File: src/hw/rtl/lzw_sc_pkg.sv
// lzw_sc_pkg: shared types and constants of the lzw stream compressor
// used by every module of the block but the checker, depends on nothing

package lzw_sc_pkg;

  localparam int unsigned MAX_CODE_BITS_DEF = 12;
  localparam int unsigned MIN_CODE_BITS     = 9;
  localparam int unsigned WIDTH_W           = 5;

  localparam logic [3:0]  CFG_RESET  = 4'd12;
  localparam logic [8:0]  CLEAR_CODE = 9'd256;
  localparam logic [8:0]  END_CODE   = 9'd257;
  localparam logic [8:0]  FIRST_CODE = 9'd258;
  localparam logic [31:0] HASH_MUL   = 32'd2654435761;

  typedef enum logic [1:0] {
    KIND_DATA  = 2'd0,
    KIND_FINAL = 2'd1,
    KIND_END   = 2'd2,
    KIND_NONE  = 2'd3
  } kind_e;

  typedef enum logic [2:0] {
    CMD_OPEN,
    CMD_OPEN_END,
    CMD_BYTE,
    CMD_BYTE_END,
    CMD_END,
    CMD_EMPTY
  } cmd_e;

  typedef struct packed {
    cmd_e       cmd;
    logic [7:0] data;
  } cmd_t;

  typedef struct packed {
    logic               valid;
    logic               raw;
    logic               last;
    logic               flush;
    logic               done;
    logic [WIDTH_W-1:0] width;
  } pk_req_t;

  typedef enum logic [3:0] {
    ST_IDLE,
    ST_HDR,
    ST_SWEEP,
    ST_CLR,
    ST_HASH,
    ST_READ,
    ST_CMP,
    ST_PUT_PFX,
    ST_FULL_CLR,
    ST_END_PFX,
    ST_END_CODE
  } eng_state_e;

endpackage

File: src/hw/rtl/lzw_sc_front.sv
// lzw_sc_front: accepts input items, tracks block state, classifies each item
// into a command, queues it in a two-entry fifo, drops kind 3; uses lzw_sc_pkg

module lzw_sc_front (
  input  logic              clk_i,
  input  logic              rst_ni,
  input  logic              in_valid_i,
  output logic              in_stall_o,
  input  logic [1:0]        kind_i,
  input  logic [7:0]        data_byte_i,
  output logic              cmd_valid_o,
  output lzw_sc_pkg::cmd_t  cmd_o,
  input  logic              cmd_pop_i
);

  lzw_sc_pkg::cmd_t fifo_q [2];
  logic       wptr_q, rptr_q;
  logic [1:0] cnt_q, cnt_d;
  logic       in_block_q, in_block_d;
  logic       acc, push;
  lzw_sc_pkg::cmd_t new_cmd;

  assign in_stall_o  = (cnt_q == 2'd2);
  assign acc         = in_valid_i && !in_stall_o;
  assign cmd_valid_o = (cnt_q != 2'd0);
  assign cmd_o       = fifo_q[rptr_q];

  always_comb begin
    new_cmd.data = data_byte_i;
    new_cmd.cmd  = lzw_sc_pkg::CMD_BYTE;
    push         = acc;
    in_block_d   = in_block_q;
    case (lzw_sc_pkg::kind_e'(kind_i))
      lzw_sc_pkg::KIND_DATA: begin
        new_cmd.cmd = in_block_q ? lzw_sc_pkg::CMD_BYTE : lzw_sc_pkg::CMD_OPEN;
        if (acc) in_block_d = 1'b1;
      end
      lzw_sc_pkg::KIND_FINAL: begin
        new_cmd.cmd = in_block_q ? lzw_sc_pkg::CMD_BYTE_END : lzw_sc_pkg::CMD_OPEN_END;
        if (acc) in_block_d = 1'b0;
      end
      lzw_sc_pkg::KIND_END: begin
        new_cmd.cmd = in_block_q ? lzw_sc_pkg::CMD_END : lzw_sc_pkg::CMD_EMPTY;
        if (acc) in_block_d = 1'b0;
      end
      default: push = 1'b0;
    endcase
  end

  always_comb begin
    cnt_d = cnt_q;
    if (push && !cmd_pop_i) cnt_d = cnt_q + 2'd1;
    else if (!push && cmd_pop_i) cnt_d = cnt_q - 2'd1;
  end

  always_ff @(posedge clk_i or negedge rst_ni) begin
    if (!rst_ni) begin
      wptr_q     <= 1'b0;
      rptr_q     <= 1'b0;
      cnt_q      <= 2'd0;
      in_block_q <= 1'b0;
    end else begin
      cnt_q      <= cnt_d;
      in_block_q <= in_block_d;
      if (push) wptr_q <= ~wptr_q;
      if (cmd_pop_i) rptr_q <= ~rptr_q;
    end
  end

  always_ff @(posedge clk_i) begin
    if (push) fifo_q[wptr_q] <= new_cmd;
  end

endmodule

File: config.mk
export PLATFORM = sky130hd
export DESIGN_NAME = lzw_sc_front
export DESIGN_NICKNAME = d
export VERILOG_FILES = /design/src/hw/rtl/lzw_sc_pkg.sv /design/src/hw/rtl/lzw_sc_front.sv
export SDC_FILE = /design/constraint.sdc
export NUM_CORES = 1
export LEC_CHECK = 0
export BUFFER_PORTS_ARGS = -buffer_cell sky130_fd_sc_hd__buf_2
export CORE_MARGIN = 5
export CORE_UTILIZATION = 50
export DETAILED_ROUTE_END_ITERATION = 7
export HOLD_SLACK_MARGIN = 0.08
export PLACE_DENSITY = 0.75
export SLEW_MARGIN = 20
export SYNTH_ARGS = -nofsm -noshare
export SYNTH_HDL_FRONTEND = slang
export SYNTH_SLANG_ARGS = --single-unit
export TNS_END_PERCENT = 10
File: constraint.sdc
create_clock -name clk_i -period 5.7 [get_ports clk_i]
set_clock_uncertainty 0.1 [all_clocks]
set_input_delay 0.855 -clock clk_i [delete_from_list [all_inputs] [get_ports clk_i]]
set_output_delay 0.855 -clock clk_i [all_outputs]
set_load 0.05 [all_outputs]
==> run metrics <==
Starting Density=51.2%; initial antenna violation count=0; total negative slack=0 ns; ys flop type=edfxtp_1; worst path required time=around 4.7 ns; CTS sink count=27; drt pass-1 iters=4; crit path kind=reg2out; later-pin clock latency in the skew report=0.31 ns; die width=~57 um; Worst slew margin=66.9%; FMAX=391 MHz; Reg2Reg Capture Point=fifo_q[1][1]; Vias/cell=around 4.8; commonest cells in the synthesized netlist=edfxtp_1, mux2_2, dfrtp_1, inv_1; cells resized by post-CTS repair=0; Top Ports=27; num rows=17; drt wl/cell=approximately 13 um; mux share of post-synthesis cell area=11.1%; CP bufs+invs=1; Overall Power=roughly 0.67 mW; total grt overflow=0; H-tree depth=1; number of synthesized flops with an enable pin=22; most common cell in the netlist=edfxtp_1; status=complete, no violations; register area share after synthesis=70.7%; RSZ-0062 raised after global routing=no; final period utilization=44.9%; die height=about 57 um; final net count=115; number of port buffers=26; Max clock buf depth=2; Final HPWL DP=between 1000 and 1500 um; Synth Area in Simple Gates=5.41%; worst r2r path cells=3; Netlist cell types=18; Core Box Area=0.00217 mm2; drt drc=0; pin count of the biggest net entering global routing=15; Clock Root Buffer=clkbuf_4; layout cells sized above 1=roughly 47%; largest area contributor in the netlist=edfxtp_1; Synth Area in Compound Gates=2.14%; FF-to-FF Start=cnt_q[1]; CP max stage cell=dfrtp_1; Post-CTS Hold Buffers=0; GRT Util Overall=11.8%; number of global-route vias before repair=621; area taken by multi-input logic gates=308 um2; Post-Syn Area per Cell=between 15 and 20 um2; Hold WC Path Type=in2async; P&R area growth vs syn=18.0%; CP top delay family=flip-flops; Hold Vio Cnt, Final=0; setup repair bufs after CTS=0; Yosys reg bits=27; largest family of logic cells by synthesized area=multiplexers; R2R setup slack=3.98 ns; routability congestion estimate=0.703; crit path max fanout=12; Worst-Margin Slew=around 0.5 ns; crit-path max cell delay=0.68 ns; TritonCTS Buffers=3; fraction of registers with async set/reset=18.5%; DIE AREA=0.00326 mm2; Fill cells=186; Seq. cell area=786 um2; CTS tree=built; Adder-Cell Fraction of Synth Area=4.50%; Final Hold Slack=between 0.2 and 0.25 ns; Syn Inst Count=66; Max VDD drop=0.268 mV; PwrDens=512 mW/mm2; worst-path cell chain=mux2_2 -> buf_2; first-pass GRT wire length=2870 um; crit end category=primary output; syn nets=84; # setup viols final=0; initial DRC count=9; max-cap violations=0; YS warnings=0; diodes inserted=0; crit path launch type=flop; clock slew at reported path FFs=0.13 ns; final wirelength=1670 um; leakage=0.534 nW; Max Slew Vio Count=0; Post-Synth XOR/XNOR Area=3.94%; Routed Antenna Nets=0; final critical-path required period=2.56 ns; largest cells by area after synthesis=edfxtp_1, dfrtp_1, mux2_2; Vias=595; share of the synthesized area in the top cell type=59.5%; arrival time worst endpoint=1.60 ns; cell area after synthesis=approximately 0.0011 mm2
==> cells by family after synthesis <==
group           count (synthesis)
simple gates                    9
mux                            11
fa+ha+maj                       4
buf+inv                         6
flops                          27
compound gates                  4
xor+xnor                        5
==> flip-flops by register name, summed over array words and instances, names as in the netlist <==
name and cells:
cnt_q 2, in_block_q 1, rptr_q 1, wptr_q 1
fifo_q 22
==> per-stage QoR <==
| stage | instances | setup slack (ns) | instance area [um2] | util [%] |
|---|---|---|---|---|
| floorplan | 66 | 2.90 | 1110 | - |
| global placement | 120 | 3.28 | 1280 | 59.2 |
| detailed placement | 120 | 3.23 | 1280 | 59.2 |
| CTS | 124 | 3.10 | 1310 | 60.4 |
| global route | 124 | 3.02 | 1310 | 60.4 |
| finish | 124 | 3.14 | 1310 | 60.4 |
==> worst max path at each step <==
| stage | start | to | slack, ns | cells past startpoint |
|---|---|---|---|---|
| 6_report | rptr_q | cmd_o[8] | 3.14 | 2 |
| 5_1_grt | rptr_q | cmd_o[8] | 3.02 | 2 |
| 4_1_cts | rptr_q | cmd_o[8] | 3.10 | 2 |
| 3_5_place_dp | kind_i[1] | fifo_q[1][1] | 3.23 | 4 |
| 3_3_place_gp | kind_i[1] | fifo_q[1][1] | 3.28 | 4 |
| 2_1_floorplan | kind_i[0] | fifo_q[0][0] | 2.90 | 2 |
==> where the power goes <==
part	switching [mW]	internal, mW	leakage [nW]
Sequential	0.0344	0.265	0.261
Clock	0.0498	0.0274	0.0150
Combinational	0.204	0.0913	0.258
==> worst reg2reg max path, cell delays in order, from the launching register on <==
cell,delay [ns]
dfrtp_1,0.42
nor2b_2,0.20
nor3_4,0.19
and2_1,0.47
==> per-layer routing <==
layer / up-vias / track usage [%] / share of wire (%)
met5: - / 0 / 0
met1: 272 / 14.3 / 40
met2: 23 / 19.6 / 50
li1: 297 / - / -
met4: 0 / 4.97 / 1.7
met3: 3 / 3.39 / 8.1
==> layout make-up <==
class / count / area share (%)
flip-flops and latches: 27 / 59.9
multi-input cells: 33 / 23.5
repair buffers: 27 / 10.5
well taps: 28 / 2.67
clock buffers: 4 / 2.00
inverters: 5 / 1.43
==> cell usage in the layout, fill, tap and decap left out <==
cell,netlist,layout
xor2_1,4,4
nor2b_2,1,1
ha_1,4,4
nor3_4,1,1
buf_4,0,1
clkbuf_4,0,3
and2_1,1,1
clkbuf_1,0,1
nor2_1,2,2
edfxtp_1,22,22
o2bb2ai_1,1,1
or2_2,1,1
nand3_1,1,1
dfrtp_1,5,5
buf_2,1,26
mux2_2,11,11
nor4_2,0,1
nand2_1,1,1
inv_1,5,5
o21ai_0,3,3
xnor2_1,1,1
(Power assumes the default switching activity.)
