`src/hw/rtl/lzw_sc_pkg.sv`:
```
// lzw_sc_pkg: shared types and constants of the lzw stream compressor
// used by every module of the block but the checker, depends on nothing

package lzw_sc_pkg;

  localparam int unsigned MAX_CODE_BITS_DEF = 12;
  localparam int unsigned MIN_CODE_BITS     = 9;
  localparam int unsigned WIDTH_W           = 5;

  localparam logic [3:0]  CFG_RESET  = 4'd12;
  localparam logic [8:0]  CLEAR_CODE = 9'd256;
  localparam logic [8:0]  END_CODE   = 9'd257;
  localparam logic [8:0]  FIRST_CODE = 9'd258;
  localparam logic [31:0] HASH_MUL   = 32'd2654435761;

  typedef enum logic [1:0] {
    KIND_DATA  = 2'd0,
    KIND_FINAL = 2'd1,
    KIND_END   = 2'd2,
    KIND_NONE  = 2'd3
  } kind_e;

  typedef enum logic [2:0] {
    CMD_OPEN,
    CMD_OPEN_END,
    CMD_BYTE,
    CMD_BYTE_END,
    CMD_END,
    CMD_EMPTY
  } cmd_e;

  typedef struct packed {
    cmd_e       cmd;
    logic [7:0] data;
  } cmd_t;

  typedef struct packed {
    logic               valid;
    logic               raw;
    logic               last;
    logic               flush;
    logic               done;
    logic [WIDTH_W-1:0] width;
  } pk_req_t;

  typedef enum logic [3:0] {
    ST_IDLE,
    ST_HDR,
    ST_SWEEP,
    ST_CLR,
    ST_HASH,
    ST_READ,
    ST_CMP,
    ST_PUT_PFX,
    ST_FULL_CLR,
    ST_END_PFX,
    ST_END_CODE
  } eng_state_e;

endpackage

```
`src/hw/rtl/lzw_sc_pack.sv`:
```
// lzw_sc_pack: packs codes lsb first into bytes and holds the output register
// depends on lzw_sc_pkg

module lzw_sc_pack #(
  parameter int unsigned MaxCodeBits = lzw_sc_pkg::MAX_CODE_BITS_DEF
) (
  input  logic                    clk_i,
  input  logic                    rst_ni,
  input  lzw_sc_pkg::pk_req_t     req_i,
  input  logic [MaxCodeBits-1:0]  code_i,
  output logic                    ready_o,
  output logic                    out_valid_o,
  input  logic                    out_stall_i,
  output logic [7:0]              out_byte_o,
  output logic                    last_in_run_o,
  output logic                    block_done_o
);

  localparam int unsigned AW = MaxCodeBits + 7;
  localparam int unsigned WW = lzw_sc_pkg::WIDTH_W;

  logic          busy_q, busy_d;
  logic          raw_q, last_q, flush_q, done_q;
  logic [AW-1:0] acc_q, acc_d;
  logic [WW-1:0] cnt_q, cnt_d;
  logic [7:0]    raw_byte_q;
  logic          ov_q, ov_d;
  logic [7:0]    ob_q, ob_d;
  logic          ol_q, ol_d, od_q, od_d;
  logic          slot_free, take, fin;
  logic [WW-1:0] rem;
  logic [AW-1:0] code_mask;

  assign slot_free = !ov_q || !out_stall_i;
  assign ready_o   = !busy_q;
  assign take      = req_i.valid && !busy_q;
  assign rem       = cnt_q - WW'(8);
  assign code_mask = AW'((AW+1)'(1) << req_i.width) - AW'(1);

  always_comb begin
    busy_d = busy_q;
    acc_d  = acc_q;
    cnt_d  = cnt_q;
    ov_d   = ov_q && out_stall_i;
    ob_d   = ob_q;
    ol_d   = ol_q;
    od_d   = od_q;
    fin    = 1'b0;
    if (take) begin
      busy_d = 1'b1;
      if (!req_i.raw) begin
        acc_d = acc_q | ((AW'(code_i) & code_mask) << cnt_q);
        cnt_d = cnt_q + req_i.width;
      end
    end else if (busy_q && slot_free) begin
      ov_d = 1'b1;
      if (raw_q) begin
        ob_d = raw_byte_q;
        fin  = 1'b1;
      end else if (cnt_q >= WW'(8)) begin
        ob_d  = acc_q[7:0];
        acc_d = acc_q >> 8;
        cnt_d = rem;
        fin   = (rem < WW'(8)) && !(flush_q && (rem != '0));
      end else begin
        ob_d = acc_q[7:0];
        fin  = 1'b1;
      end
      if (fin && flush_q) begin
        acc_d = '0;
        cnt_d = '0;
      end
      ol_d   = fin && last_q;
      od_d   = fin && done_q;
      busy_d = !fin;
    end
  end

  always_ff @(posedge clk_i or negedge rst_ni) begin
    if (!rst_ni) begin
      busy_q <= 1'b0;
      acc_q  <= '0;
      cnt_q  <= '0;
      ov_q   <= 1'b0;
    end else begin
      busy_q <= busy_d;
      acc_q  <= acc_d;
      cnt_q  <= cnt_d;
      ov_q   <= ov_d;
    end
  end

  always_ff @(posedge clk_i) begin
    ob_q <= ob_d;
    ol_q <= ol_d;
    od_q <= od_d;
    if (take) begin
      raw_q      <= req_i.raw;
      last_q     <= req_i.last;
      flush_q    <= req_i.flush;
      done_q     <= req_i.done;
      raw_byte_q <= code_i[7:0];
    end
  end

  assign out_valid_o   = ov_q;
  assign out_byte_o    = ob_q;
  assign last_in_run_o = ol_q;
  assign block_done_o  = od_q;

endmodule

```
`config.mk`:
```
export PLATFORM = sky130hd
export DESIGN_NAME = lzw_sc_pack
export DESIGN_NICKNAME = d
export VERILOG_FILES = /design/src/hw/rtl/lzw_sc_pkg.sv /design/src/hw/rtl/lzw_sc_pack.sv
export SDC_FILE = /design/constraint.sdc
export NUM_CORES = 1
export LEC_CHECK = 0
export BUFFER_PORTS_ARGS = -buffer_cell sky130_fd_sc_hd__buf_2
export CELL_PAD_IN_SITES_DETAIL_PLACEMENT = 1
export CELL_PAD_IN_SITES_GLOBAL_PLACEMENT = 2
export CORE_UTILIZATION = 40
export DETAILED_ROUTE_END_ITERATION = 8
export PLACE_DENSITY = 0.86
export SLEW_MARGIN = 10
export SYNTH_ARGS = -nofsm -noshare
export SYNTH_HDL_FRONTEND = slang
export SYNTH_SLANG_ARGS = --single-unit
```
`constraint.sdc`:
```
create_clock -name clk_i -period 6.9 [get_ports clk_i]
set_input_delay 1.38 -clock clk_i [delete_from_list [all_inputs] [get_ports clk_i]]
set_output_delay 1.38 -clock clk_i [all_outputs]
set_load 0.01 [all_outputs]
```
==> results.yml, run 1 <==
synthesis:
  synth_area_sq_um: 3320
  ys_seq_elements: 48
  yosys_warnings: 0
  synth_seq_area_share_pct: 39.5
  synth-edff-count: 22
  synth_ff_type: "dfrtp_1"
  yosysUniqueCellTypes: 75
  avgSynthCellArea_sq_um: 9.30
  synthesis.nets: 391
  syn_inst: 357
  async_flop_share_pct: 54.2
status:
  outcome: "complete, no violations"
timing:
  fmaxAchievable_ghz: 0.256
  fin_crit_ns: 3.91
  rsz0062_at_grt: "no"
  worst_slack_ns: 2.99
  fin_setup_tns_ns: 0
  drv_slew: 0
  hold_violations: 0
  relSlewSlack_pct: 31.3
  worst_pin_slew_ns: 1.02
  setup_viol_count_final: 0
  fin_skew_ns: 0.00835
  finalCritPeriodShare_pct: 56.6
layout:
  layout-drive-gt1-share_pct: 19.5
  antenna_cells: 0
  nets: 412
  syn_to_final_growth_pct: 10.8
  final_cell_mix: "buf_2 (36), dfrtp_1 (26), o21ai_0 (24)"
  layout_commonest_cell: "buf_2"
job:
  max_cap_viol_count: 0
global_route:
  grt_first_pass_wirelength_um: 17200
  grt_antenna_before_repair: 0
  grt_pass1_vias: 3060
  grt_overflow_total: 0
  track_usage_pct: 26.0
  grt_max_degree: 28
setup_path:
  crit_chain: "buf_2 > nor2_1 > nand3_1 > ha_1 > nand3_1 > o41ai_1 > a211oi_1 > nor3b_1 > o32ai_1 > o221a_2"
  crit_path_top_delay_cell: "o41ai_1"
  slowest_delay_ns: 0.57
  cp_data_arrival_time_ns: 4.10
  required_ns: 7.09
  reg2regPathDepth: 7
  crit_type: "in2reg"
  regToRegSetupSlack_ns: 4.08
  cp_common_cell: "nand3_1"
  end_kind: "flop"
  cp_max_fo: 17
  start_kind: "primary input"
floorplanning:
  dieHeight_um: 93.1
  start_util_pct: 42.1
  rows: 32
  dieArea_sq_um: 8670
  dieWidth_um: 93.1
  io_pins: 37
  core-area_sq_um: 7890
drt:
  ant_nets: 0
  post_drt_wl_per_cell_um: 22.1
  vias_per_cell: 6.35
  drc_errors: 0
  vias: 3052
  firstDrtPassIters: 4
  wirelength_um: 10600
  drtIter0Drc: 259
clocking:
  cts_tree: "done"
  cts_num_sinks: 48
  root_buffer: "clkbuf_8"
  cts_hold_buf: 0
  clk_pin_slew_ns: 0.09
  insertion_delay_ns: 0.30
  htree_levels: 2
  clk_path_buf_depth: 2
  cts_resized: 0
  cts_buffers: 5
  post_cts_buffers: 0
power:
  power_leakage_nw: 1.46
  vdd_drop_max_mv: 0.129
  power_density_nw_per_um2: 411
place:
  routabilityCongestion: 0.861
  io_buffers: 36
  post-dp-hpwl_um: 7890
  pre_cts_ws_ns: 2.76
worst_hold_path:
  hold_depth: 2
  hold_path.class: "reg2reg"
final cells by class:
class	count	area [sq um]
fill	924	4210
multi-input combinational	269	1840
sequential	48	1310
timing repair buffer	40	210
tap	102	128
clock buffer	6	72.6
clock inverter	2	60.1
inverter	14	52.6
final timing paths:
path,start,to
hold reg to reg,busy_q,out_valid_o
setup reg to reg,cnt_q[3],acc_q[2]
min in group asynchronous,rst_ni,out_valid_o
max in group asynchronous,rst_ni,acc_q[5]
setup / recovery,req_i[2],acc_q[18]
hold / removal,busy_q,out_valid_o
state kept, by name, indices dropped and copies added (netlist names):
name,count
acc_q,19
block_done_o,1
busy_q,1
cnt_q,5
done_q,1
flush_q,1
last_in_run_o,1
last_q,1
out_byte_o,8
out_valid_o,1
raw_byte_q,8
raw_q,1
where the power goes:
part           total, mW  internal, mW  leakage [nW]  switching (mW)
registers          0.508         0.409         0.549          0.0984
clock network      0.242         0.145        0.0654          0.0969
logic              0.762         0.285         0.843           0.477
Yosys cell counts (5+ instances only):
master    instances  area share (%)
dfrtp_1          26              20
o21ai_0          25             3.8
nand2_1          23             2.6
edfxtp_1         22              20
nor2_1           22             2.5
clkbuf_1         18             2.0
nand3_1          14             2.1
inv_1            13             1.5
a21oi_1          12             1.8
nor3_1           12             1.8
o211ai_1          9             2.0
ha_1              8             3.0
mux2_2            7             2.4
nand2b_1          7             1.3
a22oi_1           6             1.4
buf_2             6            0.90
nor4_1            6             1.1
o21a_1            6             1.4
a21o_1            5             1.1
nand4_1           5            0.94
nor2b_1           5            0.94
o21ai_1           5            0.75
o41ai_1           5             1.3
per-stage QoR:
stage	total power, mW	hold slack [ns]	area (sq um)	cells	util, %
floorplan	1.02	0.446	3320	357	-
global placement	1.25	0.462	3550	473	45.0
detailed placement	1.27	0.496	3550	473	45.0
CTS	1.51	0.517	3680	481	46.6
global route	1.62	0.540	3680	481	46.6
finish	1.51	0.512	3680	481	46.6
metal layers:
metal  GRT usage [%]  vias to the layer above  share of wire, %
li1                -                     1428                 -
met5               0                        -                 0
met4            8.33                        0               1.8
met2            42.0                      100                47
met3            1.63                       14               5.3
met1            37.1                     1510                45
cells by family after synthesis:
group,count (synthesis),share of synthesized area [%]
fa+ha+maj,9,3.62
compound gates,128,28.7
mux,11,3.58
xor+xnor,3,0.791
simple gates,118,18.9
flops,48,39.5
buf+inv,40,4.97
worst max-delay path: cells and delay by family:
family	cells	cell delay (ns)
and+or+nand+nor	4	0.75
AOI/OAI and AO/OA	4	1.20
buffers and inverters	1	0.27
adders and majority gates	1	0.50
Note: power is estimated with default switching activity, not from simulation.
==> inputs of run 2 (changes only) <==
ABC_AREA = 1   (was unset)
CORE_UTILIZATION = 33   (was 40)
PLACE_DENSITY = 0.79   (was 0.86)
clock period = 3.65 ns   (was 6.9 ns; I/O delays follow)
==> results.yml, run 2 <==
setup_path:
  start_kind: "flop"
  reg2regPathDepth: 14
  crit_type: "reg2reg"
  regToRegSetupSlack_ns: 0.90
  required_ns: 3.88
  r2r_end: "acc_q[14]"
  crit_path_top_delay_cell: "dfrtp_1"
  slowest_delay_ns: 0.55
  end_kind: "flop"
  r2r-start: "cnt_q[4]"
  cp-startpoint: "cnt_q[4]"
  crit_chain: "inv_1 > ha_1 > nand4_1 > nand2_1 > nand2_1 > nand2_2 > nand2_1 > nand2_2 > nand3_4 > inv_2 > nand2_2 > a21oi_1 > nand3_1 > a21oi_1"
  cp_data_arrival_time_ns: 2.98
  cp_max_fo: 12
layout:
  stdcell_area_sq_um: 3610
  nets: 501
  largest_reg_flops: 19
  multi_input_area_sq_um: 1580
  layout_commonest_cell: "nand2_1"
  layout-drive-gt1-share_pct: 17.1
  final_cell_mix: "nand2_1 (145), nand3_1 (50), inv_1 (42)"
  finish.utilization_pct: 39.1
  antenna_cells: 0
  seqCellArea_sq_um: 1310
  syn_to_final_growth_pct: 14.3
  largest-register: "acc_q"
  fillCellCount: 1188
synthesis:
  async_flop_share_pct: 54.2
  synth_ff_type: "dfrtp_1"
  yosys_warnings: 0
  synth-xor-area-share_pct: 0.831
  synth_top_family_by_area: "simple AND/OR/NAND/NOR gates"
  synth_fa_ha_area_share_pct: 3.80
  synth_seq_area_share_pct: 41.5
  yosysUniqueCellTypes: 38
  synth-edff-count: 22
  syn_inst: 432
  synth_compound_area_share_pct: 10.8
  synthesis.nets: 466
  synth_area_sq_um: 3160
  ys_seq_elements: 48
  ys_top_cells_by_count: "nand2_1 (145), nand3_1 (50), inv_1 (42), dfrtp_1 (26), nor2_1 (23)"
  synth.most_common_cell: "nand2_1"
  synth-simple-area-share_pct: 34.5
  synth_top_area_share_pct: 20.9
  yosysTopAreaCell: "edfxtp_1"
  synth_area_leaders: "edfxtp_1 (21%), dfrtp_1 (21%), nand2_1 (17%)"
  synthMuxAreaShare_pct: 0
  avgSynthCellArea_sq_um: 7.32
clocking:
  clk_pin_slew_ns: 0.10
  htree_levels: 2
  cts_num_sinks: 48
  cts_tree: "done"
  post_cts_buffers: 0
  insertion_delay_ns: 0.32
  root_buffer: "clkbuf_8"
  cts_buffers: 5
  cts_resized: 0
  clk_path_buf_depth: 2
  cts_hold_buf: 0
global_route:
  grt_antenna_before_repair: 0
  grt_pass1_vias: 3116
  grt_max_degree: 27
  grt_first_pass_wirelength_um: 16100
  track_usage_pct: 21.2
  grt_overflow_total: 0
power:
  power_density_nw_per_um2: 734
  vdd_drop_max_mv: 0.176
  power_leakage_nw: 1.75
job:
  max_cap_viol_count: 0
floorplanning:
  core-area_sq_um: 9240
  start_util_pct: 34.2
  dieHeight_um: 99.9
  rows: 35
  dieArea_sq_um: 9980
  io_pins: 37
  dieWidth_um: 99.9
timing:
  worst_pin_slew_ns: 0.868
  holdWs_ns: 0.417
  fmaxAchievable_ghz: 0.364
  drv_slew: 0
  rsz0062_at_grt: "no"
  finalCritPeriodShare_pct: 75.3
  relSlewSlack_pct: 42.1
  setup_viol_count_final: 0
  fin_crit_ns: 2.75
  hold_violations: 0
  fin_skew_ns: 0.0147
  fin_setup_tns_ns: 0
drt:
  wirelength_um: 9750
  vias_per_cell: 4.95
  post_drt_wl_per_cell_um: 16.3
  drtIter0Drc: 145
  ant_nets: 0
  vias: 2958
  drc_errors: 0
  firstDrtPassIters: 4
place:
  post-dp-hpwl_um: 7690
  io_buffers: 36
  placed_cell_area_sq_um: 3480
  routabilityCongestion: 0.833
status:
  outcome: "complete, no violations"
worst_hold_path:
  hold_path.class: "in2async"
## run 2: cell count changes after synthesis, moves of 6 or more
cell	delta
clkbuf_1	-13
nand2_1	+122
nand3_1	+36
inv_1	+29
o21a_1	-6
nor3_1	-12
o211ai_1	-7
mux2_2	-7
inv_2	+10
nor4_1	-6
nand2b_1	-7
## run 2: per-layer routing
metal  up-vias  share of wire [%]  GRT usage (%)
li1       1477                  -              -
met2        47                 49           37.9
met1      1426                 48           27.5
met4         0                1.4           5.43
met3         8                2.0           1.74
met5         -                  0              0
## run 2: stage by stage
| step | worst slack, ns | std cells | power, mW |
|---|---|---|---|
| floorplan | 1.27 | 432 | 1.78 |
| global placement | 0.841 | 589 | 2.18 |
| detailed placement | 0.755 | 589 | 2.20 |
| CTS | 0.899 | 597 | 2.67 |
| global route | 0.715 | 597 | 2.87 |
| finish | 0.902 | 597 | 2.65 |
## run 2: layout make-up
class / count / share of cell area [%]
multi-input cells: 317 / 43.7
clock buffers: 5 / 1.90
flip-flops and latches: 48 / 36.3
clock inverters: 3 / 1.90
inverters: 54 / 5.68
well taps: 129 / 4.47
repair buffers: 41 / 6.02
## run 2: cells by family after synthesis
logic type      count (synthesis)
fa+ha+maj                       9
simple gates                  246
compound gates                 59
flops                          48
buf+inv                        67
xor+xnor                        3
## run 2: worst max path at each step
stage | to | slack, ns | depth (start not counted)
floorplan | acc_q[8] | 1.27 | 19
global placement | acc_q[14] | 0.84 | 17
detailed placement | acc_q[8] | 0.75 | 19
CTS | acc_q[14] | 0.90 | 14
global route | acc_q[13] | 0.71 | 14
finish | acc_q[14] | 0.90 | 14
## run 2: worst max-delay path: cells and delay by family (launching register included)
| family | cells | cell delay (ns) |
|---|---|---|
| AO/OA/AOI/OAI | 2 | 0.33 |
| buffers and inverters | 2 | 0.51 |
| adder cells (fa/ha/maj) | 1 | 0.37 |
| flip-flops | 1 | 0.55 |
| AND/OR/NAND/NOR | 9 | 0.91 |
## run 2: report_power, final
group | internal [mW] | switching, mW
sequential | 0.764 | 0.116
clock | 0.276 | 0.196
combinational | 0.421 | 0.878
total | 1.46 | 1.19
==> inputs of run 3 (changes only) <==
clock period = 2.65 ns   (was 3.65 ns; I/O delays follow)
==> results.yml, run 3 (synthesis gave the netlist of run 2 again) <==
power:
  vdd_drop_max_mv: 0.261
  power_density_nw_per_um2: 995
  clkPwrFrac_pct: 15.1
  comb_power_share_pct: 52.8
  power.internal_mw: 1.98
  switching_share_pct: 45.7
  power_frac_seq_pct: 32.2
  p_sw_mw: 1.67
  power_leakage_nw: 1.78
  p_total_mw: 3.64
layout:
  multi_input_area_sq_um: 1580
  finish.utilization_pct: 39.6
  layout-drive-gt1-share_pct: 18.7
  largest_reg_flops: 19
  fillCellCount: 1161
  nets: 510
  syn_to_final_growth_pct: 15.7
  final_cell_mix: "nand2_1 (145), nand3_1 (50), inv_1 (42)"
  seqCellArea_sq_um: 1310
  largest-register: "acc_q"
  layout_commonest_cell: "nand2_1"
  antenna_cells: 0
clocking:
  cts_hold_buf: 0
  root_buffer: "clkbuf_8"
  post_cts_buffers: 0
  clk_path_buf_depth: 2
  cts_buffers: 5
  cts_num_sinks: 48
  htree_levels: 2
  cts_resized: 0
  cts_tree: "done"
  insertion_delay_ns: 0.30
  clk_pin_slew_ns: 0.09
timing:
  fin_crit_ns: 2.27
  rsz0062_at_grt: "no"
  drv_slew: 0
  hold_violations: 0
  finalCritPeriodShare_pct: 85.8
  fmaxAchievable_ghz: 0.440
  worst_pin_slew_ns: 0.646
  fin_setup_tns_ns: 0
  setup_viol_count_final: 0
  fin_skew_ns: 0.00531
  relSlewSlack_pct: 56.9
global_route:
  grt_antenna_before_repair: 0
  grt_overflow_total: 0
  grt_max_degree: 27
  grt_first_pass_wirelength_um: 16600
  grt_pass1_vias: 3232
  track_usage_pct: 21.7
drt:
  ant_nets: 0
  drtIter0Drc: 148
  wirelength_um: 9830
  vias_per_cell: 4.89
  drc_errors: 0
  post_drt_wl_per_cell_um: 16.2
  vias: 2962
  firstDrtPassIters: 4
setup_path:
  crit_type: "in2reg"
  regToRegSetupSlack_ns: 0.42
  cp_max_fo: 8
  required_ns: 2.84
  cp_data_arrival_time_ns: 2.47
  start_kind: "primary input"
  end_kind: "flop"
status:
  outcome: "complete, no violations"
floorplanning:
  start_util_pct: 34.2
  dieWidth_um: 99.9
  dieHeight_um: 99.9
  io_pins: 37
  dieArea_sq_um: 9980
  core-area_sq_um: 9240
  rows: 35
worst_hold_path:
  hold_path.class: "in2async"
place:
  routabilityCongestion: 0.870
  io_buffers: 36
  post-dp-hpwl_um: 7880
job:
  max_cap_viol_count: 0
[run 3: changes by cell type in the layout (fill, tap and decap cells not counted)]
| cell | change |
|---|---|
| buf_4 | +9 |
| clkinvlp_4 | +1 |
| bufinv_16 | -1 |
[run 3: path summary, 6_finish.rpt]
| check | cells after the start | endpoint | from |
|---|---|---|---|
| max reg2reg | 15 | acc_q[12] | cnt_q[3] |
| min reg2reg | 2 | acc_q[10] | acc_q[10] |
| min | 1 | out_valid_o | rst_ni |
| max in group asynchronous | 1 | acc_q[15] | rst_ni |
| min in group clk_i | 1 | last_q | req_i[7] |
| max | 17 | acc_q[6] | req_i[1] |
[run 3: power by group through the flow]
stage	sequential, mW	clock, mW	combinational, mW
finish	1.17	0.548	1.92
floorplan	1.20	0	1.25
global route	1.20	0.585	2.18
global placement	1.18	0	1.88
detailed placement	1.19	0	1.92
CTS	1.18	0.559	1.93
[run 3: area by class of cell]
| class | instances | area share, % |
|---|---|---|
| Timing Repair Buffer | 50 | 7.80 |
| Tap cell | 129 | 4.41 |
| Multi-Input combinational cell | 317 | 43.2 |
| Clock inverter | 3 | 1.27 |
| Inverter | 54 | 5.61 |
| Sequential cell | 48 | 35.8 |
| Clock buffer | 5 | 1.88 |
[run 3: per-stage QoR]
step	setup WS [ns]	cells	hold WS [ns]	area [sq um]
CTS	0.388	606	0.264	3660
global route	0.0917	606	0.287	3660
global placement	0.169	598	0.471	3540
floorplan	0.474	432	0.234	3160
finish	0.377	606	0.242	3660
detailed placement	0.0758	598	0.480	3540
[run 3: critical path, cell delays in order]
cell	delay (ns)
buf_2	0.16
nor2_1	0.17
nand2_2	0.11
inv_2	0.05
nand2_1	0.09
ha_1	0.29
o21bai_1	0.19
nand3_1	0.09
nand2_1	0.06
nand2_1	0.12
inv_2	0.05
o21ai_1	0.16
nand2_1	0.10
nand3_1	0.13
nand2_1	0.06
nand2_1	0.06
a21boi_1	0.06
[run 3: metal layers]
metal	up-vias	global-route usage (%)	share of wire, %
met5	-	0	0
met4	0	5.43	1.5
met3	9	1.74	2.0
met2	44	38.7	49
met1	1413	28.4	47
li1	1496	-	-
